==> src/sv/i2cdiv_pkg.sv <==
// Shared types and constants for the I2C clock divider search core.
// Used by the controller, the datapath and the top level; depends on nothing.
package i2cdiv_pkg;

  localparam int CLK_W  = 20;  // source clock, target and gap width
  localparam int HALF_W = 19;  // half the source clock, also the rate width
  localparam int S_W    = 4;   // sample divider counter, holds 1..8
  localparam int T_W    = 7;   // step divider counter, holds 1..64
  localparam int P_W    = 10;  // divider product, at most 8 * 64
  localparam int CNT_W  = 5;   // quotient bit counter, holds 0..19
  localparam int SAMPLE_FIELD_W = 3;
  localparam int STEP_FIELD_W   = 6;

  localparam logic [STEP_FIELD_W-1:0] HS_STEP_MASK = 6'h07;
  localparam logic [STEP_FIELD_W-1:0] STEP_MASK    = 6'h3f;

  // Commands from the controller to the datapath.
  typedef struct packed {
    logic load;       // capture a new transaction and reset the search
    logic div_start;  // load the divider with half clock and a product
    logic div_final;  // with div_start: divide by the kept pair's product
    logic eval;       // judge the finished quotient and advance the pair
    logic out_load;   // write the result register
  } ctrl_cmd_t;

  // Status from the datapath to the controller.
  typedef struct packed {
    logic div_done;   // quotient is complete
    logic last_pair;  // current pair is the last of the search
  } dp_stat_t;

endpackage

==> src/sv/i2c_clock_divider_search_core.sv <==
// Top level of the I2C clock divider search core.
// Instantiates i2cdiv_ctrl and i2cdiv_dp; uses i2cdiv_pkg for shared types.
//
//  Channel  | Direction | Handshake        | Payload
//  ---------+-----------+------------------+------------------------------------------
//  in_      | input     | in_valid/stall   | source_clock_khz, high_speed, target_khz
//  out_     | output    | out_valid/stall  | sample_field, step_field, achieved_khz, status
//  cfg_     | input     | cfg_valid/ready  | initial_gap_limit
//
// Each transaction tries every divider pair (512 in standard mode, 64 in
// high-speed mode), then divides once more for the kept pair's rate and loads
// the result. The search time is set by the shared restoring divider, which
// retires one quotient bit per cycle over the 19-bit half clock. Reset is
// synchronous and active low, and returns the gap limit to 13000. A new
// transaction is accepted while a finished result still waits under
// out_stall; the search only stops if it finishes again before that result is
// taken.
module i2c_clock_divider_search_core #(
  parameter int MAX_SAMPLE  = 8,
  parameter int MAX_STEP    = 64,
  parameter int MAX_HS_STEP = 8
) (
  input  logic        clk,
  input  logic        rst_n,
  input  logic        in_valid,
  output logic        in_stall,
  input  logic [19:0] in_source_clock_khz,
  input  logic        in_high_speed,
  input  logic [19:0] in_target_khz,
  output logic        out_valid,
  input  logic        out_stall,
  output logic [2:0]  out_sample_field,
  output logic [5:0]  out_step_field,
  output logic [18:0] out_achieved_khz,
  output logic        out_status,
  input  logic        cfg_valid,
  output logic        cfg_ready,
  input  logic [19:0] cfg_initial_gap_limit
);

  i2cdiv_pkg::ctrl_cmd_t cmd;
  i2cdiv_pkg::dp_stat_t  stat;

  // The gap limit register always takes a write; the user must write it only while
  // the core is idle (the core does not enforce this), so no search sees it change.
  assign cfg_ready = 1'b1;

  // The controller sequences the search: for each pair it starts the divider,
  // waits for the quotient, then lets the datapath judge it and step to the
  // next pair. After the last pair the kept pair is divided once more to get
  // its achieved rate and the over-speed decision.
  i2cdiv_ctrl u_ctrl (
    .clk       (clk),
    .rst_n     (rst_n),
    .in_valid  (in_valid),
    .in_stall  (in_stall),
    .out_valid (out_valid),
    .out_stall (out_stall),
    .stat      (stat),
    .cmd       (cmd)
  );

  // The datapath holds the transaction, the pair counters, the best pair so
  // far, the divider and the result register.
  i2cdiv_dp #(
    .MAX_SAMPLE  (MAX_SAMPLE),
    .MAX_STEP    (MAX_STEP),
    .MAX_HS_STEP (MAX_HS_STEP)
  ) u_dp (
    .clk        (clk),
    .rst_n      (rst_n),
    .cfg_we     (cfg_valid && cfg_ready),
    .cfg_gap    (cfg_initial_gap_limit),
    .in_clock   (in_source_clock_khz),
    .in_hs      (in_high_speed),
    .in_target  (in_target_khz),
    .cmd        (cmd),
    .stat       (stat),
    .res_sample (out_sample_field),
    .res_step   (out_step_field),
    .res_rate   (out_achieved_khz),
    .res_status (out_status)
  );

endmodule

==> src/sv/i2cdiv_ctrl.sv <==
// Controller state machine of the I2C clock divider search core.
// Depends on i2cdiv_pkg for the command and status structs.
module i2cdiv_ctrl (
  input  logic                  clk,
  input  logic                  rst_n,
  input  logic                  in_valid,
  output logic                  in_stall,
  output logic                  out_valid,
  input  logic                  out_stall,
  input  i2cdiv_pkg::dp_stat_t  stat,
  output i2cdiv_pkg::ctrl_cmd_t cmd
);

  localparam logic [2:0] ST_IDLE   = 3'd0;
  localparam logic [2:0] ST_START  = 3'd1;
  localparam logic [2:0] ST_DIV    = 3'd2;
  localparam logic [2:0] ST_EVAL   = 3'd3;
  localparam logic [2:0] ST_FSTART = 3'd4;
  localparam logic [2:0] ST_FDIV   = 3'd5;
  localparam logic [2:0] ST_OUT    = 3'd6;

  logic [2:0] state_r, state_nxt;
  logic       out_valid_r, out_valid_nxt;
  logic       out_free;

  assign in_stall  = (state_r != ST_IDLE);
  assign out_valid = out_valid_r;
  assign out_free  = !out_valid_r || !out_stall;

  always_comb begin
    state_nxt = state_r;
    cmd       = '0;
    unique case (state_r)
      ST_IDLE: begin
        if (in_valid) begin
          cmd.load  = 1'b1;
          state_nxt = ST_START;
        end
      end
      ST_START: begin
        cmd.div_start = 1'b1;
        state_nxt     = ST_DIV;
      end
      ST_DIV: begin
        if (stat.div_done) begin
          state_nxt = ST_EVAL;
        end
      end
      ST_EVAL: begin
        cmd.eval  = 1'b1;
        state_nxt = stat.last_pair ? ST_FSTART : ST_START;
      end
      ST_FSTART: begin
        cmd.div_start = 1'b1;
        cmd.div_final = 1'b1;
        state_nxt     = ST_FDIV;
      end
      ST_FDIV: begin
        if (stat.div_done) begin
          state_nxt = ST_OUT;
        end
      end
      ST_OUT: begin
        if (out_free) begin
          cmd.out_load = 1'b1;
          state_nxt    = ST_IDLE;
        end
      end
      default: begin
        state_nxt = ST_IDLE;
      end
    endcase
  end

  always_comb begin
    out_valid_nxt = out_valid_r;
    if (cmd.out_load) begin
      out_valid_nxt = 1'b1;
    end else if (!out_stall) begin
      out_valid_nxt = 1'b0;
    end
  end

  always_ff @(posedge clk) begin
    if (!rst_n) begin
      state_r     <= ST_IDLE;
      out_valid_r <= 1'b0;
    end else begin
      state_r     <= state_nxt;
      out_valid_r <= out_valid_nxt;
    end
  end

endmodule

==> src/sv/i2cdiv_dp.sv <==
// Datapath of the I2C clock divider search core: pair counters, best-pair
// tracking, a one-bit-per-cycle restoring divider and the result register.
// Depends on i2cdiv_pkg for widths, masks and the command and status structs.
module i2cdiv_dp #(
  parameter int MAX_SAMPLE  = 8,
  parameter int MAX_STEP    = 64,
  parameter int MAX_HS_STEP = 8
) (
  input  logic                                      clk,
  input  logic                                      rst_n,
  input  logic                                      cfg_we,
  input  logic [i2cdiv_pkg::CLK_W-1:0]              cfg_gap,
  input  logic [i2cdiv_pkg::CLK_W-1:0]              in_clock,
  input  logic                                      in_hs,
  input  logic [i2cdiv_pkg::CLK_W-1:0]              in_target,
  input  i2cdiv_pkg::ctrl_cmd_t                     cmd,
  output i2cdiv_pkg::dp_stat_t                      stat,
  output logic [i2cdiv_pkg::SAMPLE_FIELD_W-1:0]     res_sample,
  output logic [i2cdiv_pkg::STEP_FIELD_W-1:0]       res_step,
  output logic [i2cdiv_pkg::HALF_W-1:0]             res_rate,
  output logic                                      res_status
);

  localparam int CLK_W  = i2cdiv_pkg::CLK_W;
  localparam int HALF_W = i2cdiv_pkg::HALF_W;
  localparam int S_W    = i2cdiv_pkg::S_W;
  localparam int T_W    = i2cdiv_pkg::T_W;
  localparam int P_W    = i2cdiv_pkg::P_W;
  localparam int CNT_W  = i2cdiv_pkg::CNT_W;
  localparam int SF_W   = i2cdiv_pkg::SAMPLE_FIELD_W;
  localparam int TF_W   = i2cdiv_pkg::STEP_FIELD_W;

  localparam logic [S_W-1:0] S_MAX   = S_W'(MAX_SAMPLE);
  localparam logic [T_W-1:0] T_MAX   = T_W'(MAX_STEP);
  localparam logic [T_W-1:0] T_HSMAX = T_W'(MAX_HS_STEP);

  logic [CLK_W-1:0]  gap_limit_r;
  logic [HALF_W-1:0] half_r;
  logic [CLK_W-1:0]  target_r;
  logic              hs_r;
  logic [T_W-1:0]    limit_r;
  logic [S_W-1:0]    s_r, best_s_r;
  logic [T_W-1:0]    t_r, best_t_r;
  logic [CLK_W-1:0]  best_gap_r;
  logic [P_W-1:0]    div_d_r;
  logic [P_W-2:0]    rem_r;
  logic [HALF_W-1:0] dq_r;
  logic [CNT_W-1:0]  cnt_r;
  logic [SF_W-1:0]   res_sample_r;
  logic [TF_W-1:0]   res_step_r;
  logic [HALF_W-1:0] res_rate_r;
  logic              res_status_r;

  logic [T_W-1:0]    in_limit;
  logic [P_W-1:0]    prod;
  logic [P_W-1:0]    trial;
  logic              ge;
  logic [P_W-1:0]    trial_sub;
  logic [CLK_W-1:0]  rate_ext;
  logic              over;
  logic [CLK_W-1:0]  gap;
  logic              better;

  assign in_limit = in_hs ? T_HSMAX : T_MAX;

  assign prod = cmd.div_final ? P_W'(best_s_r) * P_W'(best_t_r)
                              : P_W'(s_r) * P_W'(t_r);

  // Restoring division: remainder stays below the divisor, so it fits in
  // one bit less than the product width.
  assign trial     = {rem_r, dq_r[HALF_W-1]};
  assign ge        = (trial >= div_d_r);
  assign trial_sub = trial - div_d_r;

  assign rate_ext = {1'b0, dq_r};
  assign over     = (rate_ext > target_r);
  assign gap      = target_r - rate_ext;
  assign better   = !over && (gap < best_gap_r);

  assign stat.div_done  = (cnt_r == '0);
  assign stat.last_pair = (s_r == S_MAX) && (t_r == limit_r);

  assign res_sample = res_sample_r;
  assign res_step   = res_step_r;
  assign res_rate   = res_rate_r;
  assign res_status = res_status_r;

  always_ff @(posedge clk) begin
    if (!rst_n) begin
      gap_limit_r <= CLK_W'(13000);
      cnt_r       <= '0;
    end else begin
      if (cfg_we) begin
        gap_limit_r <= cfg_gap;
      end
      if (cmd.div_start) begin
        cnt_r <= CNT_W'(HALF_W);
      end else if (cnt_r != '0) begin
        cnt_r <= cnt_r - CNT_W'(1);
      end
    end
  end

  always_ff @(posedge clk) begin
    if (cmd.load) begin
      half_r     <= in_clock[CLK_W-1:1];
      target_r   <= in_target;
      hs_r       <= in_hs;
      limit_r    <= in_limit;
      s_r        <= S_W'(1);
      t_r        <= T_W'(1);
      best_s_r   <= S_MAX;
      best_t_r   <= in_limit;
      best_gap_r <= gap_limit_r;
    end
    if (cmd.div_start) begin
      div_d_r <= prod;
      rem_r   <= '0;
      dq_r    <= half_r;
    end else if (cnt_r != '0) begin
      rem_r <= ge ? trial_sub[P_W-2:0] : trial[P_W-2:0];
      dq_r  <= {dq_r[HALF_W-2:0], ge};
    end
    if (cmd.eval) begin
      if (better) begin
        best_gap_r <= gap;
        best_s_r   <= s_r;
        best_t_r   <= t_r;
      end
      if (t_r == limit_r) begin
        t_r <= T_W'(1);
        s_r <= s_r + S_W'(1);
      end else begin
        t_r <= t_r + T_W'(1);
      end
    end
    if (cmd.out_load) begin
      res_status_r <= over;
      if (over) begin
        res_sample_r <= '0;
        res_step_r   <= '0;
        res_rate_r   <= '0;
      end else begin
        res_sample_r <= SF_W'(best_s_r - S_W'(1));
        res_step_r   <= TF_W'(best_t_r - T_W'(1))
                        & (hs_r ? i2cdiv_pkg::HS_STEP_MASK : i2cdiv_pkg::STEP_MASK);
        res_rate_r   <= dq_r;
      end
    end
  end

endmodule

==> config.mk <==
export PLATFORM = sky130hd
export DESIGN_NAME = i2c_clock_divider_search_core
export DESIGN_NICKNAME = d
export VERILOG_FILES = /design/src/sv/i2cdiv_pkg.sv /design/src/sv/i2c_clock_divider_search_core.sv /design/src/sv/i2cdiv_ctrl.sv /design/src/sv/i2cdiv_dp.sv
export SDC_FILE = /design/constraint.sdc
export NUM_CORES = 1
export LEC_CHECK = 0
export ABC_CLOCK_PERIOD_IN_PS = 4000
export BUFFER_PORTS_ARGS = -buffer_cell sky130_fd_sc_hd__buf_2
export CAP_MARGIN = 0
export CORE_MARGIN = 2
export CORE_UTILIZATION = 55
export CTS_BUF_LIST = sky130_fd_sc_hd__clkbuf_4 sky130_fd_sc_hd__clkbuf_8
export CTS_CLUSTER_DIAMETER = 60
export DETAILED_ROUTE_END_ITERATION = 10
export GPL_ROUTABILITY_DRIVEN = 0
export PLACE_DENSITY = 0.8
export SLEW_MARGIN = 20
export SYNTH_ARGS = -nofsm -noshare
export SYNTH_HDL_FRONTEND = slang
export SYNTH_SLANG_ARGS = --single-unit
==> constraint.sdc <==
create_clock -name clk -period 4 [get_ports clk]
set_input_delay 0.4 -clock clk [delete_from_list [all_inputs] [get_ports clk]]
set_output_delay 0.4 -clock clk [all_outputs]
set_load 0.02 [all_outputs]
==> flow_summary.json <==
{
  "design.core.area_sq_um": 18600,
  "status": "finished with violations",
  "mappedNetlistArea_sq_um": 10400,
  "inst_count_dp": 1341,
  "finalCriticalPeriod_ns": 4.14,
  "die_width_um": 142,
  "initial_core_util_pct": 55.8,
  "end_kind": "register",
  "timing.hold.ws_ns": 0.0842,
  "cts_sinks": 179,
  "post-synth-top-area-cell": "sky130_fd_sc_hd__edfxtp_1",
  "worst-path-max-fanout": 7,
  "cp_data_arrival_time_ns": 4.52,
  "max_slew_margin_pct": 31.5,
  "synth_area_per_cell_sq_um": 10.0,
  "async_reset_ff_share_pct": 0,
  "post_layout_nonfiller_instances": 1387,
  "via_count": 7643,
  "final_common_cell": "sky130_fd_sc_hd__nand2_1",
  "rsz0062_at_grt": "true",
  "cts.root.buffer_cell": "sky130_fd_sc_hd__clkbuf_8",
  "share_of_yosys_cell_area_claimed_by_the_top_area_cell_type_pct": 30.6,
  "netlist-cell-type-count": 64,
  "cp_common_cell": "sky130_fd_sc_hd__o21ai_0",
  "yosys-top-cells-area": "sky130_fd_sc_hd__edfxtp_1, sky130_fd_sc_hd__dfxtp_1, sky130_fd_sc_hd__ha_1, sky130_fd_sc_hd__fa_1, sky130_fd_sc_hd__nand2_1",
  "clk_transition_reported_paths_ns": 0.09,
  "pwr_density_cell_nw_per_um2": 688,
  "drv.max_cap_violation_count": 0,
  "criticalPathCategory": "reg2reg",
  "vdd_drop_max_mv": 0.381,
  "finalSetupViolations": 29,
  "fin_ws_ns": -0.144,
  "vias_per_cell": 5.51,
  "critical_path.n_buffers_inverters": 3,
  "netlist_instances": 1035,
  "final_layout_size_suffix_gt1_share_pct": 19.5,
  "fillers": 1475,
  "worst_ep_required_time_ns": 4.37,
  "floorplan.rows": 50,
  "drcViolationCount": 0,
  "yosys_warnings": 0,
  "grt_antenna_before_repair": 0,
  "synth_seq_area_share_pct": 44.7,
  "globalRouteTotalUtil_pct": 23.6,
  "yosys_register_bits": 179,
  "mapped_nets": 1205,
  "timing_worst_slew_pin_value_ns": 1.03,
  "finalClockSkew_ns": 0.0128,
  "dp_hpwl_um": 16400,
  "vias_in_the_first_global_route": 7613,
  "cts.hold.buffers_added": 0,
  "flow.area_growth_from_synthesis_pct": 14.2,
  "tritoncts": "yes",
  "worst_hold_path_type": "in2reg",
  "timing_hold_violations_final": 0,
  "cell_by_cell_listing_of_the_critical_path": "buf_4 -> fa_2 -> nand2b_4 -> a211o_1 -> a21oi_2 -> o21ai_2 -> and3b_1 -> nor4_4 -> ha_1 -> nor2b_1 -> o21ai_0 -> o21ai_0 -> nor4b_2 -> nand2_2 -> buf_6 -> buf_12 -> mux2_4",
  "critical_path.startpoint_type": "register",
  "insertion_delay_ns": 0.49,
  "multiInputGateArea_sq_um": 5310,
  "die-area_sq_um": 20000,
  "finalCritPeriodShare_pct": 104,
  "detail_route.iter0.violations": 416,
  "report.final.slew_viol_count": 0,
  "count_of_flip_flops_with_a_built_in_enable_after_synthesis": 106,
  "max_freq_ghz": 0.241,
  "wl_per_cell_um": 16.9,
  "power_mw": 8.17,
  "io_buffers": 95,
  "io_pins": 98,
  "grt_pass1_wl_um": 37000,
  "gr_ovfl_total": 0,
  "cts-root-to-sink-buffers": 2,
  "htree_num_levels": 4,
  "leakage_nw": 5.33,
  "numCtsBuffers": 17,
  "area.sequential_sq_um": 4640,
  "totalNegativeSetupSlack_ns": -3.35,
  "grt_max_degree": 81,
  "die-height_um": 142,
  "violated_checks": "negative setup slack",
  "synthFlopType": "sky130_fd_sc_hd__edfxtp_1",
  "worst_path_largest_cell_delay_ns": 0.43,
  "drt_pre_antenna_iters": 5,
  "fin_nets": 1310,
  "drt.antenna.violating_nets": 0,
  "critical_path.slowest_cell": "sky130_fd_sc_hd__edfxtp_1",
  "route.final.wire_length_um": 23400,
  "most-common-layout-cells": "sky130_fd_sc_hd__nand2_1, sky130_fd_sc_hd__edfxtp_1, sky130_fd_sc_hd__nor2_1",
  "antenna_cells": 0,
  "final_core_util_pct": 63.7,
  "critical_path.top_delay_family": "simple AND/OR/NAND/NOR gates"
}
[sequential cells by signal, indices dropped and copies added (netlist names), 5 cells and up]
name,cells
u_dp.cnt_r,5
u_dp.best_t_r,7
u_dp.div_d_r,10
u_dp.target_r,20
u_dp.res_rate,19
u_dp.gap_limit_r,20
u_dp.rem_r,9
u_dp.res_step,6
u_dp.half_r,19
u_dp.dq_r,19
u_dp.t_r,7
u_dp.best_gap_r,20
[synthesized netlist by cell type (all sizes together), types with 2 or more instances]
| cell type | n |
|---|---|
| mux2 | 32 |
| o21ai | 69 |
| o21bai | 3 |
| nand4 | 4 |
| o31ai | 4 |
| edfxtp | 106 |
| or4b | 2 |
| nor4b | 2 |
| buf | 12 |
| nor3 | 16 |
| inv | 98 |
| a21oi | 52 |
| xnor2 | 35 |
| a211oi | 10 |
| nand2b | 11 |
| or2 | 3 |
| and2 | 20 |
| o21a | 5 |
| nand3b | 2 |
| mux2i | 30 |
| nor2b | 14 |
| ha | 82 |
| dfxtp | 73 |
| a21o | 11 |
| nor2 | 103 |
| o211ai | 3 |
| o22ai | 4 |
| a31oi | 6 |
| nand2 | 114 |
| fa | 22 |
| clkbuf | 33 |
| nand3 | 13 |
| a211o | 3 |
| and3 | 3 |
| xor2 | 18 |
| or3 | 3 |
[what timing repair did]
item | 4_1_cts | 5_1_grt
resized for setup | 19 | 13
gates cloned | 1 | 0
buffers inserted | 9 | 3
pin swaps | 10 | 8
setup endpoints to repair | 27 | 32
[layer usage]
metal / vias up / GRT usage [%] / routed length, um
met1: 3662 / 30.2 / 10500
met2: 205 / 40.5 / 11500
met3: 33 / 4.93 / 1030
met4: 0 / 6.79 / 348
li1: 3743 / - / -
met5: - / 0 / 0
[metrics by stage]
step	area, sq um	setup slack [ns]
final	11900	-0.144
after detailed placement	11200	-0.0940
after CTS	11800	-0.0433
after global routing	11900	-0.303
after floorplan	10400	0.170
after global placement	11200	-0.0208
[area by class of cell]
| type | count | share of cell area, % |
|---|---|---|
| clock inverter | 13 | 1.14 |
| inverter | 98 | 3.10 |
| multi-input combinational | 713 | 44.8 |
| tap | 234 | 2.47 |
| clock buffer | 19 | 2.15 |
| sequential | 179 | 39.1 |
| timing repair buffer | 131 | 7.27 |
[kinds of logic after synthesis]
kind of cell	synth area share (%)
AND/OR/NAND/NOR	13.5
AO/OA/AOI/OAI	10.4
flip-flops	44.7
buffers and inverters	5.50
adder cells (fa/ha/maj)	14.1
multiplexers	7.29
XOR/XNOR	4.46
other	0.0361
[final timing paths]
| path | cells past startpoint | slack (ns) | startpoint | endpoint |
|---|---|---|---|---|
| setup / recovery | 17 | -0.14 | u_dp.dq_r[1]$_DFFE_PP_ | u_dp.best_t_r[0]$_DFF_P_ |
| hold / removal | 1 | 0.08 | in_source_clock_khz[8] | u_dp.half_r[7]$_DFFE_PP_ |
| setup reg to reg | 17 | -0.14 | u_dp.dq_r[1]$_DFFE_PP_ | u_dp.best_t_r[0]$_DFF_P_ |
| hold reg to reg | 2 | 0.48 | u_dp.gap_limit_r[6]$_SDFFE_PN1P_ | u_dp.gap_limit_r[6]$_SDFFE_PN1P_ |
[report_power, final]
group	internal [mW]	switching, mW
sequential	2.51	0.252
combinational	1.79	2.37
clock	0.576	0.673
Note: power is estimated with default switching activity, not from simulation.
